### src/rtl/core/ssp_pkg.sv
// Package: shared types, register indexes and constants of the sensor serial port master.
`default_nettype none
package ssp_pkg;

	localparam int TickW  = 8;
	localparam int AddrW  = 7;
	localparam int ByteW  = 8;
	localparam int ShiftW = 16;
	localparam int CountW = 5;
	localparam int CfgIdxW = 2;

	typedef enum logic [1:0] {
		OP_TICK  = 2'd0,
		OP_WRITE = 2'd1,
		OP_READ  = 2'd2
	} opcode_t;

	typedef enum logic [2:0] {
		PH_IDLE      = 3'd0,
		PH_SEND_LOW  = 3'd1,
		PH_SEND_HIGH = 3'd2,
		PH_TURN      = 3'd3,
		PH_RECV_LOW  = 3'd4,
		PH_RECV_HIGH = 3'd5
	} phase_t;

	localparam logic [CfgIdxW-1:0] REG_CLOCK_LOW  = 2'd0;
	localparam logic [CfgIdxW-1:0] REG_CLOCK_HIGH = 2'd1;
	localparam logic [CfgIdxW-1:0] REG_TURNAROUND = 2'd2;

	localparam logic [TickW-1:0] CLOCK_LOW_RESET  = 8'd1;
	localparam logic [TickW-1:0] CLOCK_HIGH_RESET = 8'd1;
	localparam logic [TickW-1:0] TURNAROUND_RESET = 8'd3;

	localparam logic WRITE_FLAG = 1'b1;
	localparam logic [CountW-1:0] WRITE_BITS = 5'd16;
	localparam logic [CountW-1:0] BYTE_BITS  = 5'd8;

	typedef struct packed {
		logic [1:0]       opcode;
		logic [AddrW-1:0] address;
		logic [ByteW-1:0] write_data;
		logic             data_pin_in;
	} item_t;

	typedef struct packed {
		logic             clock_pin;
		logic             data_pin_out;
		logic             data_pin_drive;
		logic             busy_res;
		logic             done_res;
		logic [ByteW-1:0] read_data;
		logic             rejected;
	} result_t;

	typedef struct packed {
		logic [TickW-1:0] clock_low_ticks;
		logic [TickW-1:0] clock_high_ticks;
		logic [TickW-1:0] turnaround_ticks;
	} cfg_t;

endpackage
`default_nettype wire

### src/rtl/core/ssp_cmd_if.sv
// Interface: request channel carrying one tick item per beat.
`default_nettype none
interface ssp_cmd_if;
	logic           valid;
	logic           ready;
	ssp_pkg::item_t item;

	modport source (output valid, output item, input ready);
	modport sink   (input valid, input item, output ready);
endinterface
`default_nettype wire

### src/rtl/core/ssp_rsp_if.sv
// Interface: result channel carrying the pin levels and status of one tick per beat.
`default_nettype none
interface ssp_rsp_if;
	logic             valid;
	logic             ready;
	ssp_pkg::result_t res;

	modport source (output valid, output res, input ready);
	modport sink   (input valid, input res, output ready);
endinterface
`default_nettype wire

### src/rtl/core/ssp_cfg_if.sv
// Interface: configuration write channel with register index and data.
`default_nettype none
interface ssp_cfg_if;
	logic                          valid;
	logic                          ready;
	logic [ssp_pkg::CfgIdxW-1:0]   index;
	logic [ssp_pkg::TickW-1:0]     data;

	modport source (output valid, output index, output data, input ready);
	modport sink   (input valid, input index, input data, output ready);
endinterface
`default_nettype wire

### src/rtl/core/sensor_serial_port_master.sv
// Top level: two-wire sensor serial port master with input and result stages.
//
//   channel  dir  beat                                    notes
//   cmd      in   opcode, address, write_data, data_pin_in  one protocol tick per beat
//   rsp      out  pin levels, busy, done, read_data, rejected one beat per cmd beat
//   cfg      in   index, data                             always ready
//
// Each tick goes through a registered input stage and result stage; one tick is accepted
// every cycle unless the result side stalls. The sequencer state advances as the tick
// leaves the input stage. Reset returns the sequencer to idle and the timing registers to
// 1, 1 and 3. A stalled result holds in the result stage while one more tick waits in
// the input stage.
`default_nettype none
module sensor_serial_port_master (
	input  wire logic  clk,
	input  wire logic  arst_n,
	ssp_cmd_if.sink    cmd,
	ssp_rsp_if.source  rsp,
	ssp_cfg_if.sink    cfg
);

	ssp_pkg::item_t   item_s1;
	logic             vld_s1;
	ssp_pkg::result_t res_s2, res_n;
	logic             vld_s2;
	logic             adv_s1, step;
	ssp_pkg::cfg_t    cfg_val;

	assign adv_s1    = !vld_s2 || rsp.ready;
	assign step      = vld_s1 && adv_s1;
	assign cmd.ready = !vld_s1 || adv_s1;
	assign cfg.ready = 1'b1;

	ssp_cfg_regs u_cfg (
		.clk      (clk),
		.arst_n   (arst_n),
		.wr_en    (cfg.valid),
		.wr_index (cfg.index),
		.wr_data  (cfg.data),
		.cfg      (cfg_val)
	);

	ssp_engine u_engine (
		.clk    (clk),
		.arst_n (arst_n),
		.step   (step),
		.item   (item_s1),
		.cfg    (cfg_val),
		.res    (res_n)
	);

	always_ff @(posedge clk or negedge arst_n) begin
		if (!arst_n) begin
			vld_s1 <= 1'b0;
		end else if (cmd.ready) begin
			vld_s1 <= cmd.valid;
		end
	end

	always_ff @(posedge clk) begin
		if (cmd.ready && cmd.valid) item_s1 <= cmd.item;
	end

	always_ff @(posedge clk or negedge arst_n) begin
		if (!arst_n) begin
			vld_s2 <= 1'b0;
		end else if (adv_s1) begin
			vld_s2 <= vld_s1;
		end
	end

	always_ff @(posedge clk) begin
		if (step) res_s2 <= res_n;
	end

	assign rsp.valid = vld_s2;
	assign rsp.res   = res_s2;

	// done ends the transaction on that very tick
	a_done_idle: assert property (@(posedge clk) disable iff (!arst_n)
		(vld_s2 && res_s2.done_res) |-> !res_s2.busy_res)
		else $error("done reported while still busy");

	// the data line is only driven inside a transaction
	a_drive_busy: assert property (@(posedge clk) disable iff (!arst_n)
		(vld_s2 && (res_s2.data_pin_drive || !res_s2.clock_pin)) |-> res_s2.busy_res)
		else $error("pins active while idle");

	// read data appears only with done
	a_read_done: assert property (@(posedge clk) disable iff (!arst_n)
		(vld_s2 && (res_s2.read_data != '0)) |-> res_s2.done_res)
		else $error("read data outside done tick");

	// a stalled result stage keeps the input stage from advancing the sequencer
	a_stall_hold: assert property (@(posedge clk) disable iff (!arst_n)
		(vld_s2 && !rsp.ready) |-> !step)
		else $error("sequencer stepped during result stall");

endmodule
`default_nettype wire

### src/rtl/core/ssp_cfg_regs.sv
// Module: timing configuration registers of the serial port master.
`default_nettype none
module ssp_cfg_regs (
	input  wire logic                        clk,
	input  wire logic                        arst_n,
	input  wire logic                        wr_en,
	input  wire logic [ssp_pkg::CfgIdxW-1:0] wr_index,
	input  wire logic [ssp_pkg::TickW-1:0]   wr_data,
	output ssp_pkg::cfg_t                    cfg
);

	ssp_pkg::cfg_t cfg_q;

	always_ff @(posedge clk or negedge arst_n) begin
		if (!arst_n) begin
			cfg_q.clock_low_ticks  <= ssp_pkg::CLOCK_LOW_RESET;
			cfg_q.clock_high_ticks <= ssp_pkg::CLOCK_HIGH_RESET;
			cfg_q.turnaround_ticks <= ssp_pkg::TURNAROUND_RESET;
		end else if (wr_en) begin
			case (wr_index)
				ssp_pkg::REG_CLOCK_LOW:  cfg_q.clock_low_ticks  <= wr_data;
				ssp_pkg::REG_CLOCK_HIGH: cfg_q.clock_high_ticks <= wr_data;
				ssp_pkg::REG_TURNAROUND: cfg_q.turnaround_ticks <= wr_data;
				default: ;
			endcase
		end
	end

	assign cfg = cfg_q;

endmodule
`default_nettype wire

### src/rtl/core/ssp_engine.sv
// Module: protocol sequencer; state registers and the per-tick next-state and pin logic.
`default_nettype none
module ssp_engine (
	input  wire logic            clk,
	input  wire logic            arst_n,
	input  wire logic            step,
	input  wire ssp_pkg::item_t  item,
	input  wire ssp_pkg::cfg_t   cfg,
	output ssp_pkg::result_t     res
);

	ssp_pkg::phase_t                phase_q, phase_n;
	logic [ssp_pkg::CountW-1:0]     bit_count_q, bit_count_n, bit_count_dec;
	logic [ssp_pkg::ShiftW-1:0]     send_q, send_n;
	logic [ssp_pkg::ByteW-1:0]      recv_q, recv_n;
	logic [ssp_pkg::TickW-1:0]      timer_q, timer_n, limit, limit_eff;
	logic                           is_read_q, is_read_n;
	logic                           request, over, done, rejected, clk_low, drive;
	logic [ssp_pkg::ByteW-1:0]      rd;

	always_ff @(posedge clk or negedge arst_n) begin
		if (!arst_n) begin
			phase_q     <= ssp_pkg::PH_IDLE;
			bit_count_q <= '0;
			send_q      <= '0;
			recv_q      <= '0;
			timer_q     <= '0;
			is_read_q   <= 1'b0;
		end else if (step) begin
			phase_q     <= phase_n;
			bit_count_q <= bit_count_n;
			send_q      <= send_n;
			recv_q      <= recv_n;
			timer_q     <= timer_n;
			is_read_q   <= is_read_n;
		end
	end

	// length of the current timed phase; a zero register counts as one tick
	always_comb begin
		case (phase_q)
			ssp_pkg::PH_SEND_LOW, ssp_pkg::PH_RECV_LOW:   limit = cfg.clock_low_ticks;
			ssp_pkg::PH_SEND_HIGH, ssp_pkg::PH_RECV_HIGH: limit = cfg.clock_high_ticks;
			ssp_pkg::PH_TURN:                             limit = cfg.turnaround_ticks;
			default:                                      limit = 8'd1;
		endcase
		limit_eff = (limit == '0) ? 8'd1 : limit;
		over      = (timer_q >= limit_eff);
	end

	assign request       = item.opcode inside {ssp_pkg::OP_WRITE, ssp_pkg::OP_READ};
	assign bit_count_dec = bit_count_q - 5'd1;

	always_comb begin
		phase_n     = phase_q;
		bit_count_n = bit_count_q;
		send_n      = send_q;
		recv_n      = recv_q;
		is_read_n   = is_read_q;
		timer_n     = over ? timer_q : timer_q + 8'd1;
		done        = 1'b0;
		rejected    = 1'b0;
		rd          = '0;
		case (phase_q)
			ssp_pkg::PH_IDLE: begin
				timer_n = timer_q;
				if (request) begin
					is_read_n = (item.opcode == ssp_pkg::OP_READ);
					recv_n    = '0;
					if (is_read_n) begin
						send_n      = {1'b0, item.address, 8'h00};
						bit_count_n = ssp_pkg::BYTE_BITS;
					end else begin
						send_n      = {ssp_pkg::WRITE_FLAG, item.address, item.write_data};
						bit_count_n = ssp_pkg::WRITE_BITS;
					end
					phase_n = ssp_pkg::PH_SEND_LOW;
					timer_n = 8'd1;
				end
			end
			ssp_pkg::PH_SEND_LOW: begin
				rejected = request;
				if (over) begin
					phase_n = ssp_pkg::PH_SEND_HIGH;
					timer_n = 8'd1;
				end
			end
			ssp_pkg::PH_SEND_HIGH: begin
				rejected = request;
				if (over) begin
					send_n      = {send_q[ssp_pkg::ShiftW-2:0], 1'b0};
					bit_count_n = bit_count_dec;
					if (bit_count_dec != '0) begin
						phase_n = ssp_pkg::PH_SEND_LOW;
						timer_n = 8'd1;
					end else if (is_read_q) begin
						phase_n = ssp_pkg::PH_TURN;
						timer_n = 8'd1;
					end else begin
						phase_n = ssp_pkg::PH_IDLE;
						timer_n = '0;
						done    = 1'b1;
					end
				end
			end
			ssp_pkg::PH_TURN: begin
				rejected = request;
				if (over) begin
					bit_count_n = ssp_pkg::BYTE_BITS;
					phase_n     = ssp_pkg::PH_RECV_LOW;
					timer_n     = 8'd1;
				end
			end
			ssp_pkg::PH_RECV_LOW: begin
				rejected = request;
				if (over) begin
					phase_n = ssp_pkg::PH_RECV_HIGH;
					timer_n = 8'd1;
				end
			end
			ssp_pkg::PH_RECV_HIGH: begin
				rejected = request;
				// sample on the first tick after the rising edge
				if (timer_q == 8'd1) recv_n = {recv_q[ssp_pkg::ByteW-2:0], item.data_pin_in};
				if (over) begin
					bit_count_n = bit_count_dec;
					if (bit_count_dec != '0) begin
						phase_n = ssp_pkg::PH_RECV_LOW;
						timer_n = 8'd1;
					end else begin
						phase_n = ssp_pkg::PH_IDLE;
						timer_n = '0;
						done    = 1'b1;
						rd      = recv_n;
					end
				end
			end
			default: begin
				phase_n = ssp_pkg::PH_IDLE;
				timer_n = '0;
			end
		endcase
	end

	assign clk_low = (phase_n == ssp_pkg::PH_SEND_LOW) || (phase_n == ssp_pkg::PH_RECV_LOW);
	assign drive   = (phase_n == ssp_pkg::PH_SEND_LOW) || (phase_n == ssp_pkg::PH_SEND_HIGH);

	always_comb begin
		res.clock_pin      = !clk_low;
		res.data_pin_out   = drive & send_n[ssp_pkg::ShiftW-1];
		res.data_pin_drive = drive;
		res.busy_res       = (phase_n != ssp_pkg::PH_IDLE);
		res.done_res       = done;
		res.read_data      = rd;
		res.rejected       = rejected;
	end

endmodule
`default_nettype wire

### src/flat_wrapper.sv
// flat-port wrapper written by rule: the top's interface ports become plain ports
module sensor_serial_port_master_flat 
  (clk, arst_n, cmd_valid, cmd_item, cmd_ready, rsp_valid, rsp_res, rsp_ready, cfg_valid, cfg_index, cfg_data, cfg_ready);
  ssp_cmd_if cmd_i ();
  ssp_rsp_if rsp_i ();
  ssp_cfg_if cfg_i ();
  input  wire logic clk;
  input  wire logic arst_n;
  input wire logic [$bits(cmd_i.valid)-1:0] cmd_valid;
  input wire logic [$bits(cmd_i.item)-1:0] cmd_item;
  output wire logic [$bits(cmd_i.ready)-1:0] cmd_ready;
  output wire logic [$bits(rsp_i.valid)-1:0] rsp_valid;
  output wire logic [$bits(rsp_i.res)-1:0] rsp_res;
  input wire logic [$bits(rsp_i.ready)-1:0] rsp_ready;
  input wire logic [$bits(cfg_i.valid)-1:0] cfg_valid;
  input wire logic [$bits(cfg_i.index)-1:0] cfg_index;
  input wire logic [$bits(cfg_i.data)-1:0] cfg_data;
  output wire logic [$bits(cfg_i.ready)-1:0] cfg_ready;
  assign cmd_i.valid = cmd_valid;
  assign cmd_i.item = cmd_item;
  assign cmd_ready = cmd_i.ready;
  assign rsp_valid = rsp_i.valid;
  assign rsp_res = rsp_i.res;
  assign rsp_i.ready = rsp_ready;
  assign cfg_i.valid = cfg_valid;
  assign cfg_i.index = cfg_index;
  assign cfg_i.data = cfg_data;
  assign cfg_ready = cfg_i.ready;
  sensor_serial_port_master u_core (.clk(clk), .arst_n(arst_n), .cmd(cmd_i), .rsp(rsp_i), .cfg(cfg_i));
endmodule
### config.mk
export PLATFORM = sky130hd
export DESIGN_NAME = sensor_serial_port_master_flat
export DESIGN_NICKNAME = d
export VERILOG_FILES = /design/src/rtl/core/ssp_pkg.sv /design/src/rtl/core/ssp_cmd_if.sv /design/src/rtl/core/ssp_rsp_if.sv /design/src/rtl/core/ssp_cfg_if.sv /design/src/rtl/core/sensor_serial_port_master.sv /design/src/rtl/core/ssp_cfg_regs.sv /design/src/rtl/core/ssp_engine.sv /design/src/flat_wrapper.sv
export SDC_FILE = /design/constraint.sdc
export NUM_CORES = 1
export LEC_CHECK = 0
export BUFFER_PORTS_ARGS = -buffer_cell sky130_fd_sc_hd__buf_2
export CELL_PAD_IN_SITES_DETAIL_PLACEMENT = 1
export CELL_PAD_IN_SITES_GLOBAL_PLACEMENT = 2
export CORE_AREA = 2 2 115 117
export DETAILED_ROUTE_END_ITERATION = 8
export DIE_AREA = 0 0 117 119
export MAX_ROUTING_LAYER = met4
export PLACE_DENSITY_LB_ADDON = 0.3
export SETUP_SLACK_MARGIN = 0.05
export SKIP_CTS_REPAIR_TIMING = 1
export SLEW_MARGIN = 25
export SYNTH_ARGS = -nofsm -noshare
export SYNTH_HDL_FRONTEND = slang
export SYNTH_SLANG_ARGS = --single-unit
### constraint.sdc
create_clock -name clk -period 4.2 [get_ports clk]
set_input_delay 0.42 -clock clk [delete_from_list [all_inputs] [get_ports clk]]
set_output_delay 0.42 -clock clk [all_outputs]
set_load 0.05 [all_outputs]
==> run_results.csv, run 1 <==
group,metric,value,unit
floorplanning,io-pin-count,50,
outcome,outcome,"finished clean",
worst_setup_path,crit_buf_inv,2,
synthesis,synth_area_leaders,"dfrtp_1, edfxtp_1, mux2_2, mux2i_1, ha_1",
placement,gp_congestion,0.830,
floorplanning,num_rows,42,
grt,grt_pass1_wl,18500,microns
synthesis,synth.top_cell.area_share,32.8,%
synthesis,syn_area,4810,sq um
grt,busiest_layer,"met2",
power_and_ir_drop,power_leakage,2.34,nW
power_and_ir_drop,swShare,39.1,%
synthesis,synth_fa_ha_area_share,3.38,%
timing,final_hold_viol_count,0,
timing,period_minus_slack,3.64,ns
route,vias,3429,
final_layout,nets,521,
synthesis,ys_seq_area_share,54.9,%
synthesis,synth_edf_count,32,
worst_setup_path,cp_max_fo,11,
timing,setup_viol,0,
power_and_ir_drop,internal_power,2.26,mW
worst_hold_path,hold_class,"in2async",
grt,grtUsageMet2,26.6,%
worst_setup_path,slowest_stage,"dfrtp_1",
clock_network,clk_path_buf_depth,2,
floorplanning,core_area,12900,sq um
placement,placed_area,5260,sq um
synthesis,avgSynthCellArea,11.4,sq um
flow_run,cap_violations,0,
route,drtPass1Iterations,4,
placement,dp_slack,0.551,ns
timing,min_period_over_period,86.7,%
clock_network,h-tree-depth,3,
timing,max_freq,0.275,GHz
route,drcViolationCount,0,
final_layout,seqCellArea,2640,sq um
final_layout,drive_gt1_share,23.1,%
floorplanning,die_area,13900,sq um
worst_setup_path,crit_family,"compound AO/OA/AOI/OAI gates",
worst_setup_path,worstSetupEndpointType,"flop",
synthesis,syn_inst,422,
clock_network,path_clk_slew,0.07,ns
synthesis,synth_xor_xnor_area_share,1.46,%
timing,final.setup.tns,0,ns
timing,fin_ws,0.557,ns
worst_setup_path,criticalPathCategory,"reg2reg",
synthesis,muxShareOfSynthArea,10.9,%
route,wire_per_inst,16.6,microns
clock_network,clk_latency,0.36,ns
grt,grt_usage,17.7,%
synthesis,synthArstFlopShare,67.7,%
timing,fin_worst_skew,0.00961,ns
clock_network,cts-buffers-inserted,9,
worst_setup_path,cp-start-kind,"flop",
worst_setup_path,path_cells,"nor2_1 -> buf_4 -> a21oi_1 -> o22a_1 -> nand4_1 -> o21ai_0 -> ha_1 -> and3_1 -> o21ai_1 -> a311o_1 -> and2_4 -> nor2_2 -> buf_4 -> a22oi_1 -> o21ai_0",
clock_network,cts_tree,"done",
clock_network,clock_sink_count,99,
synthesis,synth_top_family_by_area,"compound AO/OA/AOI/OAI gates",
worst_setup_path,required,4.47,ns
synthesis,synth-simple-area-share,12.0,%
power_and_ir_drop,power.switching,1.45,mW
grt,grt_max_degree,38,
grt,grt-ovfl-total,0,
timing,slew_violations,0,
synthesis,yosysUniqueCellTypes,59,
synthesis,syn_nets,468,
floorplanning,die_y,119,microns
synthesis,synth_most_common_cell,"dfrtp_1",
worst_setup_path,cp_slowest_stage_delay,0.52,ns
clock_network,clockRootBuffer,"clkbuf_16",
synthesis,synth-main-ff-cell,"dfrtp_1",
route,drtIter0Drc,137,
power_and_ir_drop,pwr-share-seq,37.6,%
route,wl,10900,microns
synthesis,ys_top_cells_by_count,"dfrtp_1, nor2_1, nand2_1, edfxtp_1, mux2_2",
grt,met3_usage,3.21,%
floorplanning,die_w,117,microns
route,via_per_inst,5.23,
grt,grt_pass1_vias,3591,
final_layout,fillers,1409,
synthesis,synth_compound_area_share,14.6,%
power_and_ir_drop,power_density,666,nW/um^2
power_and_ir_drop,ir_drop,0.275,mV
floorplanning,start_util,37.4,%
grt,antenna_found_initial,0,
final_layout,n_antenna_cell,0,
grt,use_met1,24.3,%
timing,slew_headroom,46.2,%
final_layout,finalInstanceArea,5570,sq um
power_and_ir_drop,p_clk_share,22.8,%
worst_setup_path,cp.arrival,3.91,ns
synthesis,yosys.area.top_type,"dfrtp_1",
timing,max_slew.worst_pin.slew,0.808,ns
timing,rsz0062_at_grt,"false",
route,antenna_left,0,
power_and_ir_drop,comb_power_share,39.6,%
synthesis,synth-seq-cells,99,
placement,port_buffers,48,
final_layout,multi_input_area,2040,sq um
placement,hpwl,7900,microns
synthesis,ys_warn_count,0,
final_layout,syn2layout_area_growth,15.7,%
-- layout make-up --
cell class                 count  area share [%]
clock buffer                  10            4.11
clock inverter                 6            1.35
inverter                      14           0.944
multi-input combinational    294            36.6
sequential                    99            47.5
tap                          176            3.96
timing repair buffer          57            5.53
-- worst register-to-register path, cell delays in order, from the launching register on --
cell,delay (ns)
dfrtp_1,0.52
nor2_1,0.28
buf_4,0.22
a21oi_1,0.08
o22a_1,0.22
nand4_1,0.09
o21ai_0,0.11
ha_1,0.29
and3_1,0.13
o21ai_1,0.05
a311o_1,0.44
and2_4,0.25
nor2_2,0.33
buf_4,0.23
a22oi_1,0.10
o21ai_0,0.21
-- power by group through the flow --
| stage | logic, mW | clock network [mW] | registers, mW |
|---|---|---|---|
| finish | 1.47 | 0.845 | 1.39 |
| global route | 1.64 | 0.901 | 1.42 |
| CTS | 1.48 | 0.872 | 1.39 |
| detailed placement | 1.47 | 0 | 1.41 |
| global placement | 1.45 | 0 | 1.41 |
| floorplan | 1.04 | 0 | 1.46 |
-- final timing paths --
check / from / to / slack, ns / depth (start not counted)
min in group clk: cmd_item[0] / u_core.item_s1[0]$_DFFE_PP_ / 0.23 / 1
setup reg to reg: u_core.u_engine.phase_q[1]$_DFFE_PN0P_ / u_core.u_engine.send_q[9]$_DFFE_PN0P_ / 0.56 / 15
max in group asynchronous: arst_n / u_core.u_cfg.cfg[1]$_DFFE_PN1P_ / 3.09 / 2
hold / removal: arst_n / u_core.u_cfg.cfg[21]$_DFFE_PN0P_ / 0.13 / 1
setup / recovery: u_core.u_engine.phase_q[1]$_DFFE_PN0P_ / u_core.u_engine.send_q[9]$_DFFE_PN0P_ / 0.56 / 15
hold reg to reg: u_core.u_engine.send_q[8]$_DFFE_PN0P_ / u_core.u_engine.send_q[8]$_DFFE_PN0P_ / 0.49 / 2
-- placed cells by master (no fill, tap or decap), types with 8 or more instances in the layout --
cell	Yosys	final
dfrtp_1	63	63
buf_2	5	48
nor2_1	43	43
nand2_1	41	41
edfxtp_1	32	32
mux2_2	26	26
o21ai_0	24	24
mux2i_1	23	23
a21oi_1	16	16
a22oi_1	16	16
inv_1	13	13
ha_1	13	13
clkbuf_16	0	9
buf_4	2	9
a22o_1	8	8
-- cells by family after synthesis --
logic type                 count (synthesis)
muxes                                     49
xor gates and xnor gates                   8
other                                      1
and+or+nand+nor                          123
AOI/OAI and AO/OA                        100
buffers and inverters                     29
adders and majority gates                 13
DFF                                       99
-- layer usage --
metal | up-vias | part of all wire (%)
met5 | - | 0
met2 | 55 | 47
met4 | 0 | 1.4
li1 | 1664 | -
met3 | 10 | 3.2
met1 | 1700 | 48
-- flip-flops by register name (all words and copies together) (netlist names) --
name / count
u_core.rsp.res: 14
u_core.u_cfg.cfg: 24
u_core.u_engine.recv_q: 8
u_core.u_engine.bit_count_q: 5
u_core.u_engine.send_q: 16
u_core.rsp.valid: 1
u_core.u_engine.timer_q: 8
u_core.item_s1: 18
u_core.vld_s1: 1
u_core.u_engine.phase_q: 3
u_core.u_engine.is_read_q: 1
-- per-stage QoR --
stage | utilization (%) | std cells | hold slack, ns | total power, mW
floorplan | - | 422 | 0.124 | 2.50
global placement | 40.9 | 640 | 0.466 | 2.85
detailed placement | 40.9 | 640 | 0.473 | 2.89
CTS | 43.2 | 656 | 0.160 | 3.75
global route | 43.2 | 656 | 0.198 | 3.97
finish | 43.2 | 656 | 0.128 | 3.71
Note: power is estimated with default switching activity, not from simulation.
==> run 2, diff against run 1 <==
--- a/config.mk
+++ b/config.mk
@@ -18,4 +18,5 @@
 export SLEW_MARGIN = 25
 export SYNTH_ARGS = -nofsm -noshare
 export SYNTH_HDL_FRONTEND = slang
+export SYNTH_HIERARCHICAL = 1
 export SYNTH_SLANG_ARGS = --single-unit
==> run 2 against run 1 <==
Against the previous run: via count up 1.3%; clock power down 2%; worst hold slack worse by 0.055 ns; clock skew up 0.0013 ns; flip-flop and latch count unchanged; synthesized area up 4.2%; sequential power up 4%; register-to-register slack worse by 0.04 ns; non-clock buffer count up 3; critical path type unchanged; critical endpoint is now u_core/rsp.res[12]$_DFFE_PP_; largest cell class unchanged; largest power group is now sequential cells.
==> run_results.csv, run 2 <==
group,metric,value,unit
synthesis,yosysUniqueCellTypes,70,
timing,max_freq,0.272,GHz
timing,slew_violations,0,
placement,gp_congestion,0.771,
timing,period_minus_slack,3.68,ns
synthesis,synthArstFlopShare,67.7,%
route,drcViolationCount,0,
worst_setup_path,worstSetupEndpointType,"flop",
route,antenna_left,0,
synthesis,yosys.area.top_type,"dfrtp_1",
synthesis,syn_area,5010,sq um
route,via_per_inst,5.30,
worst_setup_path,r2r-start,"u_core/u_engine/phase_q[0]$_DFFE_PN0P_",
grt,grt_pass1_wl,18600,microns
power_and_ir_drop,power_density,606,nW/um^2
grt,grt_usage,17.6,%
clock_network,clock_sink_count,99,
timing,min_period_over_period,87.7,%
outcome,outcome,"finished clean",
worst_hold_path,hold_class,"in2async",
worst_setup_path,cp.arrival,3.77,ns
placement,port_buffers,48,
grt,grt_max_degree,46,
synthesis,syn_nets,472,
timing,fin_worst_skew,0.0110,ns
timing,slew_headroom,51.5,%
floorplanning,num_rows,42,
route,drtIter0Drc,181,
timing,final_hold_viol_count,0,
final_layout,n_antenna_cell,0,
grt,met3_usage,3.21,%
grt,use_met1,23.9,%
route,wl,11000,microns
synthesis,synth-seq-cells,99,
grt,grt-ovfl-total,0,
clock_network,cts-buffers-inserted,9,
floorplanning,core_area,12900,sq um
timing,max_slew.worst_pin.slew,0.726,ns
synthesis,syn_inst,426,
worst_setup_path,r2r_end,"u_core/rsp.res[12]$_DFFE_PP_",
synthesis,avgSynthCellArea,11.8,sq um
clock_network,clockRootBuffer,"clkbuf_16",
grt,antenna_found_initial,0,
final_layout,final_cell_mix,"dfrtp_1, buf_2, nand2_1, edfxtp_1, mux2_2",
clock_network,path_clk_slew,0.07,ns
synthesis,synth-main-ff-cell,"dfrtp_1",
floorplanning,die_y,119,microns
timing,rsz0062_at_grt,"false",
synthesis,synth.top_cell.area_share,31.5,%
final_layout,drive_gt1_share,26.7,%
grt,busiest_layer,"met2",
grt,grt_pass1_vias,3668,
worst_setup_path,r2r_setup_slack,0.52,ns
placement,hpwl,7720,microns
final_layout,syn2layout_area_growth,14.4,%
synthesis,synth_edf_count,32,
flow_run,cap_violations,0,
floorplanning,start_util,38.9,%
clock_network,clk_latency,0.35,ns
placement,placed_area,5430,sq um
route,drtPass1Iterations,4,
power_and_ir_drop,ir_drop,0.240,mV
timing,final.setup.tns,0,ns
clock_network,h-tree-depth,3,
final_layout,final_common_cell,"dfrtp_1",
worst_setup_path,required,4.29,ns
worst_setup_path,cp_max_fo,15,
synthesis,ys_top_cells_by_count,"dfrtp_1, nand2_1, edfxtp_1, mux2_2, nor2_1",
route,wire_per_inst,16.8,microns
grt,grtUsageMet2,26.3,%
worst_setup_path,criticalPathCategory,"reg2reg",
synthesis,ys_warn_count,6,
timing,setup_viol,0,
synthesis,synth_area_leaders,"dfrtp_1, edfxtp_1, mux2_2, a22oi_1, mux2i_1",
route,vias,3474,
worst_setup_path,cp-start-kind,"flop",
clock_network,clk_path_buf_depth,2,
floorplanning,die_w,117,microns
synthesis,synth_most_common_cell,"dfrtp_1",
floorplanning,die_area,13900,sq um
final_layout,nets,521,
synthesis,ys_seq_area_share,52.7,%
floorplanning,io-pin-count,50,
final_layout,largest_reg_flops,24,
worst_setup_path,r2r_cells,14,
clock_network,cts_tree,"done",
final_layout,finalInstanceArea,5730,sq um
power_and_ir_drop,power_leakage,2.45,nW
-- run 2: area by class of cell --
class | count | area, sq um
inverter | 13 | 48.8
tap | 176 | 220
sequential | 99 | 2640
multi-input combinational | 292 | 2190
clock buffer | 12 | 246
fill | 1407 | 7140
clock inverter | 4 | 50.0
timing repair buffer | 60 | 333
-- run 2: power by group --
group          internal, mW  switching, mW
Combinational         0.534          0.671
Clock                 0.479          0.352
Sequential             1.22          0.220
Total                  2.23           1.24
-- run 2: layer usage --
layer	vias to the layer above	wire (microns)	part of all wire, %
met4	0	164	1.5
li1	1685	-	-
met3	10	184	1.7
met2	30	5230	47
met1	1749	5440	49
met5	-	0	0
-- run 2: worst max-delay path by stage --
| stage | start | end | depth (start not counted) |
|---|---|---|---|
| after floorplan | u_core/u_engine/phase_q[0]$_DFFE_PN0P_ | u_core/rsp.res[11]$_DFFE_PP_ | 16 |
| after global placement | u_core/u_engine/phase_q[0]$_DFFE_PN0P_ | u_core/rsp.res[12]$_DFFE_PP_ | 14 |
| after detailed placement | u_core/u_engine/phase_q[0]$_DFFE_PN0P_ | u_core/rsp.res[12]$_DFFE_PP_ | 14 |
| after CTS | u_core/u_engine/phase_q[0]$_DFFE_PN0P_ | u_core/rsp.res[12]$_DFFE_PP_ | 14 |
| after global routing | u_core/u_engine/phase_q[0]$_DFFE_PN0P_ | u_core/rsp.res[12]$_DFFE_PP_ | 14 |
| final | u_core/u_engine/phase_q[0]$_DFFE_PN0P_ | u_core/rsp.res[12]$_DFFE_PP_ | 14 |
-- run 2: stage by stage --
| step | power, mW | setup slack [ns] | hold slack [ns] | utilization (%) | instances |
|---|---|---|---|---|---|
| after floorplan | 2.35 | 0.609 | 0.124 | - | 426 |
| after global placement | 2.61 | 0.309 | 0.470 | 42.2 | 640 |
| after detailed placement | 2.66 | 0.182 | 0.477 | 42.2 | 640 |
| after CTS | 3.52 | 0.162 | 0.223 | 44.5 | 656 |
| after global routing | 3.73 | 0.201 | 0.111 | 44.5 | 656 |
| final | 3.47 | 0.518 | 0.0730 | 44.5 | 656 |
-- run 2: critical path: stages (launching register included) --
cell       delay [ns]
dfrtp_2          0.58
inv_1            0.12
nor2_2           0.29
a22oi_1          0.15
o22a_1           0.24
nand4_1          0.10
o21ai_0          0.09
ha_1             0.28
and3_1           0.14
o21ai_0          0.22
a31o_2           0.32
a22oi_2          0.12
a2111oi_2        0.48
nand4bb_2        0.23
a21oi_1          0.07
-- run 2: cell families after synthesis --
| family | count (synthesis) | share of synthesized area, % |
|---|---|---|
| flops | 99 | 52.7 |
| mux | 50 | 10.8 |
| fa+ha+maj | 13 | 3.25 |
| other cells | 1 | 0.0748 |
| buf+inv | 35 | 3.62 |
| xor+xnor | 5 | 0.874 |
| compound gates | 112 | 16.8 |
| simple gates | 111 | 11.9 |
